$ cat src/rtl/sdtq_pkg.sv
// Shared types, sizes and codes for the sorted deadline timer queue.
// No dependencies; every other file in rtl/ except sdtq_ram imports this package.
package sdtq_pkg;

    localparam int CAPACITY  = 16;
    localparam int TIME_BITS = 32;
    localparam int HANDLE_W  = 8;
    localparam int TV_W      = 32;   // width of the time_value field on the port
    localparam int MODE_W    = 2;
    localparam int STATUS_W  = 2;
    localparam int IDX_W     = (CAPACITY > 1) ? $clog2(CAPACITY) : 1;
    localparam int CNT_W     = $clog2(CAPACITY + 1);
    localparam int ENTRY_W   = TIME_BITS + HANDLE_W;

    localparam int S_TDATA_W = HANDLE_W + TV_W;
    localparam int M_TDATA_W = HANDLE_W;
    localparam int M_TUSER_W = 1 + STATUS_W;

    typedef logic [IDX_W-1:0]     idx_t;
    typedef logic [CNT_W-1:0]     cnt_t;
    typedef logic [TIME_BITS-1:0] tstamp_t;
    typedef logic [HANDLE_W-1:0]  handle_t;

    typedef enum logic [MODE_W-1:0] {
        MODE_ADD  = 2'd0,
        MODE_DEL  = 2'd1,
        MODE_ADJ  = 2'd2,
        MODE_TICK = 2'd3
    } mode_t;

    typedef enum logic [STATUS_W-1:0] {
        STAT_OK   = 2'd0,
        STAT_FULL = 2'd1,
        STAT_MISS = 2'd2
    } status_t;

    typedef enum logic [3:0] {
        ST_IDLE,
        ST_DEL_RD,
        ST_DEL_EV,
        ST_INS_RD,
        ST_INS_EV,
        ST_INS_WR,
        ST_TCK_RD,
        ST_TCK_EV,
        ST_TCK_END,
        ST_SHF_RD,
        ST_SHF_EV,
        ST_RESP
    } state_t;

    typedef struct packed {
        tstamp_t deadline;
        handle_t handle;
    } entry_t;

    typedef struct packed {
        tstamp_t entry_dl;
        tstamp_t key_dl;
        logic    swap;      // 1: key < entry, 0: entry < key
        handle_t entry_h;
        handle_t key_h;
    } cmp_req_t;

    typedef struct packed {
        logic lt;
        logic hit;
    } cmp_res_t;

    typedef struct packed {
        logic   we;
        idx_t   waddr;
        entry_t wdata;
        logic   re;
        idx_t   raddr;
    } ram_req_t;

    typedef struct packed {
        logic    valid;
        handle_t handle;
        logic    fired;
        status_t status;
        logic    last;
    } emit_t;

endpackage

$ cat src/rtl/sdtq_ram.sv
// Generic single-write, single-read RAM with registered read data.
// No dependencies.
module sdtq_ram #(
    parameter int WIDTH = 8,
    parameter int DEPTH = 16
) (
    input  logic                                     aclk,
    input  logic                                     we,
    input  logic [((DEPTH > 1) ? $clog2(DEPTH) : 1)-1:0] waddr,
    input  logic [WIDTH-1:0]                         wdata,
    input  logic                                     re,
    input  logic [((DEPTH > 1) ? $clog2(DEPTH) : 1)-1:0] raddr,
    output logic [WIDTH-1:0]                         rdata
);

    logic [WIDTH-1:0] mem_reg [DEPTH];
    logic [WIDTH-1:0] rdata_reg;

    always_ff @(posedge aclk) begin
        if (we) begin
            mem_reg[waddr] <= wdata;
        end
        if (re) begin
            rdata_reg <= mem_reg[raddr];
        end
    end

    assign rdata = rdata_reg;

endmodule

$ cat src/rtl/sdtq_cmp.sv
// Shared compare unit: one magnitude compare on deadlines, one handle match.
// Depends on sdtq_pkg.
module sdtq_cmp (
    input  sdtq_pkg::cmp_req_t req,
    output sdtq_pkg::cmp_res_t res
);
    import sdtq_pkg::*;

    tstamp_t op_a;
    tstamp_t op_b;

    always_comb begin
        op_a    = req.swap ? req.key_dl : req.entry_dl;
        op_b    = req.swap ? req.entry_dl : req.key_dl;
        res.lt  = (op_a < op_b);
        res.hit = (req.entry_h == req.key_h);
    end

endmodule

$ cat src/rtl/sdtq_seq.sv
// Sequencer: walks the sorted list in RAM one entry per read/evaluate pair.
// Depends on sdtq_pkg; drives sdtq_ram and sdtq_cmp through structs.
module sdtq_seq (
    input  logic                                aclk,
    input  logic                                aresetn,
    input  logic                                s_tvalid,
    output logic                                s_tready,
    input  logic [sdtq_pkg::MODE_W-1:0]         s_tuser,
    input  logic [sdtq_pkg::S_TDATA_W-1:0]      s_tdata,
    input  logic                                out_free,
    input  sdtq_pkg::entry_t                    rdata,
    input  sdtq_pkg::cmp_res_t                  cmp_res,
    output sdtq_pkg::cmp_req_t                  cmp_req,
    output sdtq_pkg::ram_req_t                  ram_req,
    output sdtq_pkg::emit_t                     emit
);
    import sdtq_pkg::*;

    state_t  state_reg, state_next;
    mode_t   mode_reg, mode_next;
    handle_t key_h_reg, key_h_next;
    tstamp_t key_dl_reg, key_dl_next;
    cnt_t    occ_reg, occ_next;
    cnt_t    idx_reg, idx_next;
    cnt_t    due_reg, due_next;
    logic    found_reg, found_next;
    logic    pend_reg, pend_next;
    handle_t pend_h_reg, pend_h_next;
    status_t status_reg, status_next;

    mode_t   in_mode;
    cnt_t    idx_m1;
    cnt_t    shf_dst;
    logic    at_end;
    logic    full;

    assign in_mode = mode_t'(s_tuser);
    assign idx_m1  = idx_reg - CNT_W'(1);
    assign shf_dst = idx_reg - due_reg;
    assign at_end  = (idx_reg == occ_reg);
    assign full    = (occ_reg == CNT_W'(CAPACITY));
    assign s_tready = (state_reg == ST_IDLE);

    // insert: lt = entry < key; tick: lt = now < entry, i.e. entry not due
    always_comb begin
        cmp_req.entry_dl = rdata.deadline;
        cmp_req.key_dl   = key_dl_reg;
        cmp_req.swap     = (mode_reg == MODE_TICK);
        cmp_req.entry_h  = rdata.handle;
        cmp_req.key_h    = key_h_reg;
    end

    always_ff @(posedge aclk) begin
        if (!aresetn) begin
            state_reg <= ST_IDLE;
            occ_reg   <= '0;
        end else begin
            state_reg <= state_next;
            occ_reg   <= occ_next;
        end
    end

    always_ff @(posedge aclk) begin
        mode_reg   <= mode_next;
        key_h_reg  <= key_h_next;
        key_dl_reg <= key_dl_next;
        idx_reg    <= idx_next;
        due_reg    <= due_next;
        found_reg  <= found_next;
        pend_reg   <= pend_next;
        pend_h_reg <= pend_h_next;
        status_reg <= status_next;
    end

    // next state
    always_comb begin
        state_next = state_reg;
        case (state_reg)
            ST_IDLE: begin
                if (s_tvalid) begin
                    case (in_mode)
                        MODE_ADD:           state_next = full ? ST_RESP : ST_INS_RD;
                        MODE_DEL, MODE_ADJ: state_next = ST_DEL_RD;
                        MODE_TICK:          state_next = ST_TCK_RD;
                        default:            state_next = ST_IDLE;
                    endcase
                end
            end
            ST_DEL_RD: begin
                if (at_end) begin
                    state_next = (found_reg && mode_reg == MODE_ADJ) ? ST_INS_RD : ST_RESP;
                end else begin
                    state_next = ST_DEL_EV;
                end
            end
            ST_DEL_EV:  state_next = ST_DEL_RD;
            ST_INS_RD:  state_next = (idx_reg == '0) ? ST_INS_WR : ST_INS_EV;
            ST_INS_EV:  state_next = cmp_res.lt ? ST_INS_WR : ST_INS_RD;
            ST_INS_WR:  state_next = ST_RESP;
            ST_TCK_RD:  state_next = at_end ? ST_TCK_END : ST_TCK_EV;
            ST_TCK_EV: begin
                if (cmp_res.lt) begin
                    state_next = ST_TCK_END;
                end else if (!pend_reg || out_free) begin
                    state_next = ST_TCK_RD;
                end
            end
            ST_TCK_END: begin
                if (out_free) begin
                    state_next = (idx_reg == '0) ? ST_IDLE : ST_SHF_RD;
                end
            end
            ST_SHF_RD:  state_next = at_end ? ST_IDLE : ST_SHF_EV;
            ST_SHF_EV:  state_next = ST_SHF_RD;
            ST_RESP:    state_next = out_free ? ST_IDLE : ST_RESP;
            default:    state_next = ST_IDLE;
        endcase
    end

    // datapath and outputs
    always_comb begin
        mode_next   = mode_reg;
        key_h_next  = key_h_reg;
        key_dl_next = key_dl_reg;
        occ_next    = occ_reg;
        idx_next    = idx_reg;
        due_next    = due_reg;
        found_next  = found_reg;
        pend_next   = pend_reg;
        pend_h_next = pend_h_reg;
        status_next = status_reg;
        ram_req     = '0;
        emit        = '0;
        case (state_reg)
            ST_IDLE: begin
                if (s_tvalid) begin
                    mode_next   = in_mode;
                    key_h_next  = s_tdata[HANDLE_W-1:0];
                    key_dl_next = TIME_BITS'(s_tdata[HANDLE_W+TV_W-1:HANDLE_W]);
                    idx_next    = (in_mode == MODE_ADD) ? occ_reg : '0;
                    found_next  = 1'b0;
                    pend_next   = 1'b0;
                    status_next = (in_mode == MODE_ADD && full) ? STAT_FULL : STAT_OK;
                end
            end
            ST_DEL_RD: begin
                if (at_end) begin
                    if (found_reg) begin
                        occ_next = occ_reg - CNT_W'(1);
                        idx_next = occ_reg - CNT_W'(1);
                    end else begin
                        status_next = STAT_MISS;
                    end
                end else begin
                    ram_req.re    = 1'b1;
                    ram_req.raddr = idx_reg[IDX_W-1:0];
                end
            end
            ST_DEL_EV: begin
                // after the match, every later entry slides down one slot
                if (found_reg) begin
                    ram_req.we    = 1'b1;
                    ram_req.waddr = idx_m1[IDX_W-1:0];
                    ram_req.wdata = rdata;
                end else if (cmp_res.hit) begin
                    found_next = 1'b1;
                end
                idx_next = idx_reg + CNT_W'(1);
            end
            ST_INS_RD: begin
                if (idx_reg != '0) begin
                    ram_req.re    = 1'b1;
                    ram_req.raddr = idx_m1[IDX_W-1:0];
                end
            end
            ST_INS_EV: begin
                // walk from the tail, moving up every entry not earlier than the key
                if (!cmp_res.lt) begin
                    ram_req.we    = 1'b1;
                    ram_req.waddr = idx_reg[IDX_W-1:0];
                    ram_req.wdata = rdata;
                    idx_next      = idx_m1;
                end
            end
            ST_INS_WR: begin
                ram_req.we             = 1'b1;
                ram_req.waddr          = idx_reg[IDX_W-1:0];
                ram_req.wdata.deadline = key_dl_reg;
                ram_req.wdata.handle   = key_h_reg;
                occ_next               = occ_reg + CNT_W'(1);
            end
            ST_TCK_RD: begin
                if (!at_end) begin
                    ram_req.re    = 1'b1;
                    ram_req.raddr = idx_reg[IDX_W-1:0];
                end
            end
            ST_TCK_EV: begin
                // one-entry lookahead so the final due handle carries last
                if (!cmp_res.lt && (!pend_reg || out_free)) begin
                    emit.valid  = pend_reg;
                    emit.handle = pend_h_reg;
                    emit.fired  = 1'b1;
                    emit.status = STAT_OK;
                    emit.last   = 1'b0;
                    pend_next   = 1'b1;
                    pend_h_next = rdata.handle;
                    idx_next    = idx_reg + CNT_W'(1);
                end
            end
            ST_TCK_END: begin
                if (out_free) begin
                    emit.valid  = 1'b1;
                    emit.handle = pend_reg ? pend_h_reg : '0;
                    emit.fired  = pend_reg;
                    emit.status = STAT_OK;
                    emit.last   = 1'b1;
                    due_next    = idx_reg;
                end
            end
            ST_SHF_RD: begin
                if (at_end) begin
                    occ_next = occ_reg - due_reg;
                end else begin
                    ram_req.re    = 1'b1;
                    ram_req.raddr = idx_reg[IDX_W-1:0];
                end
            end
            ST_SHF_EV: begin
                ram_req.we    = 1'b1;
                ram_req.waddr = shf_dst[IDX_W-1:0];
                ram_req.wdata = rdata;
                idx_next      = idx_reg + CNT_W'(1);
            end
            ST_RESP: begin
                if (out_free) begin
                    emit.valid  = 1'b1;
                    emit.handle = '0;
                    emit.fired  = 1'b0;
                    emit.status = status_reg;
                    emit.last   = 1'b1;
                end
            end
            default: begin
                idx_next = '0;
            end
        endcase
    end

endmodule

$ cat src/rtl/sorted_deadline_timer_queue.sv
// Top level of the sorted deadline timer queue: RAM, compare unit, sequencer,
// output register. Depends on sdtq_pkg, sdtq_ram, sdtq_cmp and sdtq_seq.
//
//  channel | dir | tdata (low bit up)            | tuser (low bit up)    | tlast
//  --------+-----+-------------------------------+-----------------------+------
//  s_      | in  | handle[7:0], time_value[39:8] | mode[1:0]             | -
//  m_      | out | expired_handle[7:0]           | fired[0], status[2:1] | last
//
// One operation at a time. Every list entry visited takes a RAM read, then an
// evaluate in the shared compare unit, because the entry RAM has a single
// registered read port.
//   add:          walks from the tail, moving each entry not earlier than the
//                 new one up a slot, then writes the new entry
//   delete:       walks all n entries, n = occupancy; adjust adds an insert when found
//   tick:         reports the d due timers, then compacts the n-d entries that
//                 stay queued when d > 0
// Result stalls on m_tready hold the sequencer at the transfer it is making.
// Reset clears state, occupancy and output valid only; RAM contents are never read unwritten.
module sorted_deadline_timer_queue (
    input  logic                               aclk,
    input  logic                               aresetn,
    input  logic                               s_tvalid,
    output logic                               s_tready,
    input  logic [sdtq_pkg::S_TDATA_W-1:0]     s_tdata,   // handle, time_value
    input  logic [sdtq_pkg::MODE_W-1:0]        s_tuser,   // mode
    output logic                               m_tvalid,
    input  logic                               m_tready,
    output logic [sdtq_pkg::M_TDATA_W-1:0]     m_tdata,   // expired_handle
    output logic [sdtq_pkg::M_TUSER_W-1:0]     m_tuser,   // fired, status
    output logic                               m_tlast    // last
);
    import sdtq_pkg::*;

    ram_req_t ram_req;
    entry_t   ram_rdata;
    cmp_req_t cmp_req;
    cmp_res_t cmp_res;
    emit_t    emit;
    logic     out_free;

    // output register
    logic                 m_valid_reg, m_valid_next;
    logic [M_TDATA_W-1:0] m_data_reg, m_data_next;
    logic [M_TUSER_W-1:0] m_user_reg, m_user_next;
    logic                 m_last_reg, m_last_next;

    sdtq_ram #(
        .WIDTH (ENTRY_W),
        .DEPTH (CAPACITY)
    ) u_ram (
        .aclk  (aclk),
        .we    (ram_req.we),
        .waddr (ram_req.waddr),
        .wdata (ram_req.wdata),
        .re    (ram_req.re),
        .raddr (ram_req.raddr),
        .rdata (ram_rdata)
    );

    sdtq_cmp u_cmp (
        .req (cmp_req),
        .res (cmp_res)
    );

    sdtq_seq u_seq (
        .aclk     (aclk),
        .aresetn  (aresetn),
        .s_tvalid (s_tvalid),
        .s_tready (s_tready),
        .s_tuser  (s_tuser),
        .s_tdata  (s_tdata),
        .out_free (out_free),
        .rdata    (ram_rdata),
        .cmp_res  (cmp_res),
        .cmp_req  (cmp_req),
        .ram_req  (ram_req),
        .emit     (emit)
    );

    // the register can take a result when empty or when its transfer completes now
    assign out_free = !m_valid_reg || m_tready;

    always_comb begin
        m_valid_next = m_valid_reg;
        m_data_next  = m_data_reg;
        m_user_next  = m_user_reg;
        m_last_next  = m_last_reg;
        if (emit.valid) begin
            m_valid_next = 1'b1;
            m_data_next  = emit.handle;
            m_user_next  = {emit.status, emit.fired};
            m_last_next  = emit.last;
        end else if (m_tready) begin
            m_valid_next = 1'b0;
        end
    end

    always_ff @(posedge aclk) begin
        if (!aresetn) begin
            m_valid_reg <= 1'b0;
        end else begin
            m_valid_reg <= m_valid_next;
        end
    end

    always_ff @(posedge aclk) begin
        m_data_reg <= m_data_next;
        m_user_reg <= m_user_next;
        m_last_reg <= m_last_next;
    end

    assign m_tvalid = m_valid_reg;
    assign m_tdata  = m_data_reg;
    assign m_tuser  = m_user_reg;
    assign m_tlast  = m_last_reg;

endmodule

$ cat config.mk
export PLATFORM = sky130hd
export DESIGN_NAME = sorted_deadline_timer_queue
export DESIGN_NICKNAME = d
export VERILOG_FILES = /design/src/rtl/sdtq_pkg.sv /design/src/rtl/sdtq_ram.sv /design/src/rtl/sdtq_cmp.sv /design/src/rtl/sdtq_seq.sv /design/src/rtl/sorted_deadline_timer_queue.sv
export SDC_FILE = /design/constraint.sdc
export NUM_CORES = 1
export LEC_CHECK = 0
export BUFFER_PORTS_ARGS = -buffer_cell sky130_fd_sc_hd__buf_4
export CORE_ASPECT_RATIO = 2
export CORE_MARGIN = 3
export CORE_UTILIZATION = 43
export DETAILED_ROUTE_END_ITERATION = 8
export MAX_ROUTING_LAYER = met4
export PLACE_DENSITY = 0.57
export SYNTH_ARGS = -nofsm -noshare
export SYNTH_HDL_FRONTEND = slang
export SYNTH_HIERARCHICAL = 1
export SYNTH_SLANG_ARGS = --single-unit
export TNS_END_PERCENT = 5
$ cat constraint.sdc
create_clock -name aclk -period 7.13 [get_ports aclk]
set_input_delay 0.713 -clock aclk [delete_from_list [all_inputs] [get_ports aclk]]
set_output_delay 0.713 -clock aclk [all_outputs]
set_load 0.02 [all_outputs]
* Yosys cells after proc, flatten, opt, wreduce, memory -nomap -nowiden
Memory sizes are Yosys's and may differ from the RTL's. A register that Yosys moved wholly into a read port is not among the register bits.
Cells that the tools add are included.
Widths: inputs -> output; s select.
** Storage, ports and cells
- Memory bits (writable) :: 640
- Input bits :: 46
- Logic and storage cells :: 134
- Register bits after elaboration :: 86
- Output and inout port bits :: 14
- Memories kept :: 1
** Memories
- u_ram.mem_reg :: words 16, width 40, read ports 1, clocked after memory_dff 1, wr ports 1, RTL line sdtq_ram.sv:16 : logic [WIDTH-1:0] mem_reg [DEPTH];
** Cells by class
- Bitwise gates (word level) :: 1
- Mux-type cells :: 52
- Reductions and logical operators :: 30
- Add/sub/neg operators :: 6
- $lt $le $gt $ge :: 1
- Equality and inequality tests :: 28
** Operator list (count)
- $pmux 45 s4 :: 1
- $mux 45 :: 2
- $mux 32 :: 2
- $pmux 4 s12 :: 1
- $mux 5 :: 9
- $mux 4 :: 11
- $mux 13 :: 3
- $pmux 13 s3 :: 1
- $lt 32x32->1 :: 1
- $pmux 5 s6 :: 1
- $eq 4x3->1 const B :: 4
- $eq 4x4->1 const B :: 4
- $pmux 5 s3 :: 1
- $pmux 4 s3 :: 1
- $add 5x1->5 const B :: 2
- $mux 1 :: 10
- $ne 2x1->1 const B :: 5
- $pmux 5 s2 :: 1
- $sub 5x1->5 const B :: 2
- $eq 2x2->1 const B :: 4
- $eq 4x2->1 const B :: 2
- $eq 8x8->1 :: 1
- $mux 8 :: 1
- $reduce_and 2->1 :: 4
- 28 further kinds :: 44

* Depth between registers and ports, before layout
Gate-level depths: netlist of run 1.
- Depth after elaboration :: 8
- Depth in mapped cells :: 17
- Depth with buffers taken out :: 14

* Modules after synthesis
Netlist of run 1, hierarchy kept.
** By module, submodules not included
- sdtq_ram :: cells an instance 1040, area an instance 25532.0 um^2, sequential area each 20419.6 um^2, times used 1
- sdtq_seq :: cells an instance 443, area an instance 4559.4 um^2, sequential area each 2102.0 um^2, times used 1
- sdtq_cmp :: cells an instance 160, area an instance 1450.1 um^2, sequential area each 0.0 um^2, times used 1
- sorted_deadline_timer_queue :: cells an instance 16, area an instance 409.1 um^2, sequential area each 380.4 um^2, times used 1

* Least setup slack after synthesis of run 1
Ideal clock, no wire load.
- Path type :: reg2reg
- From :: register u_seq.mode_reg[1]
- To :: memory u_ram/mem_reg[0][0] (netlist bit) (enable)
- Path buffers :: 3
- Setup slack :: 0.019 ns
- Arrival time :: 6.624 ns
- Setup time :: 0.487 ns
- Cell stages (with the launch flop) :: 18
- Period minus slack after synthesis :: 7.111 ns
- Required time :: 6.643 ns
- Path through :: edfxtp_1 > and2_1 > buf_6 > clkbuf_1 > mux2_2 > ha_1 > or3_1 > a31o_1 > a221oi_2 > o21ai_1 > a211oi_2 > clkbuf_1 > nor2b_1 > nor3_1 > o21ai_0 > o311ai_1 > or3b_2 > nor3_1
** RTL lines
- from (decl) :: RTL line sdtq_seq.sv:20 : mode_t mode_reg, mode_next;
- from (signal assigned) :: RTL line sdtq_seq.sv:64 : mode_reg <= mode_next;
- to (decl) :: RTL line sdtq_ram.sv:16

==> results of run 1 <==
==> layout make-up <==
type	count	area, um2	area share, %
Clock inverter	45	318	0.897
Timing Repair Buffer	99	856	2.42
Inverter	19	71.3	0.201
Sequential cell	766	22900	64.7
Tap cell	923	1150	3.26
Multi-Input combinational cell	748	8280	23.4
Clock buffer	82	1840	5.19
==> stage by stage <==
stage	util, %	instances
after floorplan	-	1659
after global placement	45.4	2555
after detailed placement	45.4	2555
after CTS	48.4	2682
after global routing	48.4	2682
final	48.4	2682
==> cell usage in the layout (no fill, tap or decap), types with 9 or more instances in the layout <==
cell type	n
nand2_1	68
mux2_2	30
inv_1	18
clkinv_1	20
mux2i_1	33
clkbuf_16	72
nor3_1	18
a22o_1	40
and2_1	11
mux4_1	60
clkbuf_1	10
dfxtp_1	10
clkinv_2	12
nand2b_1	13
nor2_4	15
nor2_1	41
a22oi_1	81
o21ai_0	13
ha_1	42
edfxtp_1	756
buf_4	90
nand3_1	10
o21ai_1	11
mux4_2	100
buf_12	9
xnor2_1	11
a21oi_1	31
==> worst paths after layout <==
kind	depth (start not counted)	to	slack [ps]
max reg2reg	15	u_ram/mem_reg[3][17]	820
min	1	u_seq/key_h_reg[0]	260
min reg2reg	0	u_seq/pend_h_reg[5]	500
max	15	u_ram/mem_reg[3][17]	820
==> synthesized netlist by cell type (5+ instances only) <==
cell,count
nand3_1,10
o221ai_1,5
and2_1,13
mux4_2,100
a21o_1,7
mux2_2,30
mux4_1,60
a221oi_1,5
o21ai_1,12
a21oi_1,31
buf_4,45
nor3_1,22
xor2_1,8
mux2i_1,33
buf_12,11
buf_2,23
nor2_1,55
clkbuf_1,43
dfxtp_1,10
inv_1,18
ha_1,42
nand2b_1,13
nand2_1,69
nor2b_1,10
a22o_1,40
xnor2_1,11
edfxtp_1,756
a22oi_1,81
o21ai_0,13
==> cells by family after synthesis <==
family / synth area share, %
and+or+nand+nor: 3.70
DFF: 71.7
AOI/OAI and AO/OA: 5.30
muxes: 14.1
adders and majority gates: 1.77
xor gates and xnor gates: 0.521
buffers and inverters: 2.95
==> power breakdown <==
group          internal, mW  switching [mW]  leakage [nW]
clock network          1.97            1.63          1.06
logic                  1.56            2.42          3.33
registers              5.77           0.336          7.18
==> metal layers <==
metal | share of wire, % | global-route usage [%] | wire length [um] | vias up
li1 | - | - | - | 6905
met1 | 38 | 23.3 | 28300 | 8346
met5 | 0 | - | 0 | -
met3 | 4.4 | 2.96 | 3310 | 175
met2 | 54 | 35.3 | 40600 | 506
met4 | 3.9 | 7.71 | 2910 | 0
==> reports/summary.txt, run 1 <==
CTS Buf Count - 70
worst-path fanout max - 45
Fmax - 0.158 GHz
Final Max Slew Viols - 0
largest net degree at the start of global routing - 88
worst hold path type - in -> reg
DRT iter0 DRCs - 1196
total gr overflow - 0
Slew HR - 22.9%
row count - 140
Critical Path, Cell by Cell - and2_4, mux2_2, ha_1, or3_1, a31o_1, a221oi_2, o21ai_1, a211oi_2, nor2b_1, nor3_1, o21ai_0, o311ai_1, or3b_2, nor2_4, buf_4
TNS Setup - 0 ps
Worst-Skew Late Latency - 630 ps
WL per Instance - 28.0 um
Peak VDD IR - 0.000219 V
vias per inst - 5.94
post-route ant nets - 0
Slowest Stage Delay on Critical Path - 830 ps
post-synth cell types - 76
asr flop ratio synth - 0%
initial antenna violation count - 0
drt drc - 0
Top delay family on crit path - simple AND/OR/NAND/NOR gates
Syn Inst Count - 1659
All-Layer GR Usage - 20.1%
H-tree lvl count - 3
Post-CTS Hold Buffers - 0
first-pass GRT wire length - 110000 um
number of fill cells - 6006
Detail Placement HPWL - 44600 um
Pwr per Cell Area - 387 nW/um2
mean area per synthesized cell - 19.3 um2
Worst Clk Skew - 31.8 ps
clock root cell - clkbuf_16
ratio of final minimum period to clock period - 88.5%
Die X - 199 um
Worst-path clk slew - 70 ps
post-synth top area share - 71.1%
final worst-path setup slack - 819 ps
RSZ-0062 raised after global routing - false
Starting Density - 43.6%
area leader, netlist - edfxtp_1
die area - 77800 um2
vias in the first global route - 16.9k
Max Root-Sink Buffers - 3
#FFs+latches synth - 766
area delta synth->final - 10.9%
synthesis warning total - 6
most common flop cell mapped by yosys - edfxtp_1
sequential fraction of the synthesis area - 71.7%
port bufs - 59
setup slack at placement - 869 ps
Buf/Inv on CP - 1
Placed Area - 33300 um2
layout cell share with drive strength beyond 1 - 21.3%
Setup Buffers After CTS - 0
first-pass detailed-route iteration total - 5
Fin. Hold Viols - 0
r2r startpoint - u_seq/mode_reg[1]
Arr. time, crit path - 6610 ps
Die Y - 391 um
core region area - 73200 um2
ANT cells - 0
post-synthesis net count - 1749
final setup vio count - 0
hold path startpoint - s_tdata[0]
total power - 13.7 mW
Clock Sinks - 766
Post-layout nets - 1794
Vias - 15.9k
Netlist Area Pre-Place - 32000 um2
CTS tree - built
Worst Setup Path Type - reg -> reg
status - complete, no violations
Worst path slowest cell - a211oi_2
Largest register FFs - 640
design area - 35400 um2
Post-synth EDFFs - 756
Req. time, crit path - 7430 ps
Critical Path End Type - register
Lkg Pwr - 11.6 nW
synth top area cells - edfxtp_1 71%, mux4_2 7.0%, mux4_1 4.9%
drt total wl - 75200 um
Worst-Margin Slew - 1150 ps
MaxCap Viol Count - 0
Worst Setup Start Kind - register
GP Congestion - 0.884
# resized after CTS - 0
io pins - 60
fin crit period - 6310 ps
hold_ws - 262 ps
critical path launch point - u_seq/mode_reg[1]
Power figures use the tool's default switching activity.
==> run 2: changes to the inputs <==
ABC_AREA = 1   (was not set)
==> run 2 against run 1 <==
  * Routed wire length grew 22%
  * Via count up 47%
  * Critical path depth grew 4
  * Highest routed layer unchanged
  * Sequential power shrank 0.8%
  * Flip-flop and latch count unchanged
==> reports/summary.txt, run 2 <==
Setup Buffers After CTS - 0
die area - 85500 um2
largest net degree at the start of global routing - 182
Req. time, crit path - 7470 ps
port bufs - 59
vias in the first global route - 22.9k
Critical Path End Type - register
Lkg Pwr - 16.4 nW
Largest register FFs - 640
synthesis warning total - 6
Placed Area - 36600 um2
Starting Density - 43.6%
Max Root-Sink Buffers - 3
Critical Path, Cell by Cell - nand2_1, clkinv_2, buf_4, nand2_1, o21ai_0, ha_1, a21oi_1, nor2_1, a211oi_1, nand2_1, nand2_1, nand2_1, a21oi_1, nor2_2, nor2_1, o221ai_1, nand3b_1, nor2_4, buf_4
initial antenna violation count - 0
Fin. Hold Viols - 0
Worst Setup Start Kind - register
drt drc - 0
Syn Inst Count - 3510
clock root cell - clkbuf_16
io pins - 60
commonest cells in the netlist - 1064 x nand2_1, 756 x edfxtp_1, 625 x inv_1, 506 x nand3_1, 119 x o21ai_0
post-route ant nets - 0
RSZ-0062 raised after global routing - false
Detail Placement HPWL - 52000 um
CP most frequent cell - nand2_1
post-synth top area share - 64.5%
All-Layer GR Usage - 22.0%
Slowest Stage Delay on Critical Path - 830 ps
sequential fraction of the synthesis area - 65.1%
DRT met1 WL - 35600 um
vias per inst - 5.08
met2 routed WL - 48700 um
layout cell share with drive strength beyond 1 - 8.07%
worst-path fanout max - 64
Die Y - 411 um
Arr. time, crit path - 6080 ps
commonest non-fill, non-tap cell in the layout - nand2_1
WL per Instance - 19.9 um
worst hold path type - in -> reg
first-pass detailed-route iteration total - 5
H-tree lvl count - 3
CTS Buf Count - 70
Top Metal Used - met4
core region area - 80700 um2
post-synth cell types - 43
Worst path slowest cell - nor2_4
met3 WL post-DR - 3700 um
Fmax - 0.174 GHz
first-pass GRT wire length - 139000 um
final setup vio count - 0
most common flop cell mapped by yosys - edfxtp_1
post-layout util - 48.1%
Post-synth EDFFs - 756
count leader, synth - nand2_1
asr flop ratio synth - 0%
post-synthesis net count - 3600
fin crit period - 5740 ps
Peak VDD IR - 0.000269 V
TNS Setup - 0 ps
Pwr per Cell Area - 378 nW/um2
Vias - 23.4k
total power - 14.7 mW
Worst Clk Skew - 22.9 ps
Final Max Slew Viols - 0
mean area per synthesized cell - 10.0 um2
ratio of final minimum period to clock period - 80.6%
Worst-Margin Slew - 1300 ps
MaxCap Viol Count - 0
design area - 38900 um2
drt total wl - 91600 um
synth top area cells - edfxtp_1 65%, nand2_1 11%, nand3_1 7.2%
area leader, netlist - edfxtp_1
Post-layout nets - 3606
Post-CTS Hold Buffers - 0
#FFs+latches synth - 766
GP Congestion - 0.864
total gr overflow - 0
Worst-Skew Late Latency - 650 ps
Slew HR - 12.6%
ANT cells - 0
area delta synth->final - 10.4%
# resized after CTS - 0
Worst Setup Path Type - reg -> reg
DRT iter0 DRCs - 1856
row count - 147
Clock Sinks - 766
Netlist Area Pre-Place - 35200 um2
status - complete, no violations
number of fill cells - 7323
Worst-path clk slew - 60 ps
Die X - 208 um
most frequent cells in the layout - 1063 x nand2_1, 756 x edfxtp_1, 623 x inv_1
CTS tree - built
==> run 2: cell count changes after synthesis, sizes merged, moves of 21 or more <==
| cell | before | now |
|---|---|---|
| a22o | 40 | 0 |
| a22oi | 81 | 0 |
| buf | 83 | 168 |
| inv | 19 | 636 |
| mux2 | 30 | 0 |
| mux2i | 33 | 1 |
| mux4 | 160 | 0 |
| nand2 | 71 | 1069 |
| nand3 | 10 | 507 |
| nor2 | 58 | 83 |
| nor3 | 25 | 4 |
| o21ai | 25 | 124 |
==> run 2: kinds of logic (layout without fill, tap and decap cells) <==
| family | count (synthesis) | after routing | synth area share [%] |
|---|---|---|---|
| AOI/OAI and AO/OA | 171 | 171 | 2.61 |
| xor gates and xnor gates | 17 | 17 | 0.423 |
| adders and majority gates | 44 | 44 | 1.61 |
| buffers and inverters | 831 | 891 | 10.3 |
| DFF | 766 | 766 | 65.1 |
| muxes | 1 | 1 | 0.0284 |
| and+or+nand+nor | 1680 | 1680 | 20.0 |
==> run 2: cell type report <==
class | instances | area [um2] | area share, %
Inverter | 637 | 2410 | 6.20
Multi-Input combinational cell | 1913 | 8880 | 22.9
Clock inverter | 45 | 427 | 1.10
Sequential cell | 766 | 22900 | 58.9
Tap cell | 1043 | 1310 | 3.36
Timing Repair Buffer | 128 | 1100 | 2.83
Clock buffer | 81 | 1840 | 4.72
==> run 2: power by group <==
part	total, mW	switching, mW	leakage, nW	internal, mW
sequential	6.05	0.283	7.12	5.76
combinational	4.86	3.52	8.19	1.35
clock	3.79	1.68	1.09	2.11
total	14.7	5.48	16.4	9.22
==> run 2: path summary, 6_finish.rpt <==
check	end	slack [ps]	cells past startpoint	start
max	u_ram/mem_reg[4][6]	1390	19	u_seq/mode_reg[1]
max reg2reg	u_ram/mem_reg[4][6]	1390	19	u_seq/mode_reg[1]
min	u_seq/key_h_reg[7]	250	1	s_tdata[7]
min reg2reg	m_tvalid	510	2	m_tvalid
==> run 2: worst max-delay path, delay by kind of cell (launching register included) <==
family / cells / cell delay, ps
simple gates: 10 / 2260
buf+inv: 3 / 1320
compound gates: 5 / 1120
flops: 1 / 380
fa+ha+maj: 1 / 320
==> run 2: metrics by stage <==
step	hold slack [ps]	instances	setup WS, ps
final	247	4613	1390
after floorplan	451	3510	2260
after global placement	489	4487	1410
after detailed placement	490	4487	1290
after global routing	219	4613	870
after CTS	193	4613	1270
==> run 2: routing by layer <==
metal  GRT usage, %  vias up
met5              -        -
met4           8.98        0
met3           2.41      198
met2           39.6      584
met1           24.9    11300
li1               -    11300
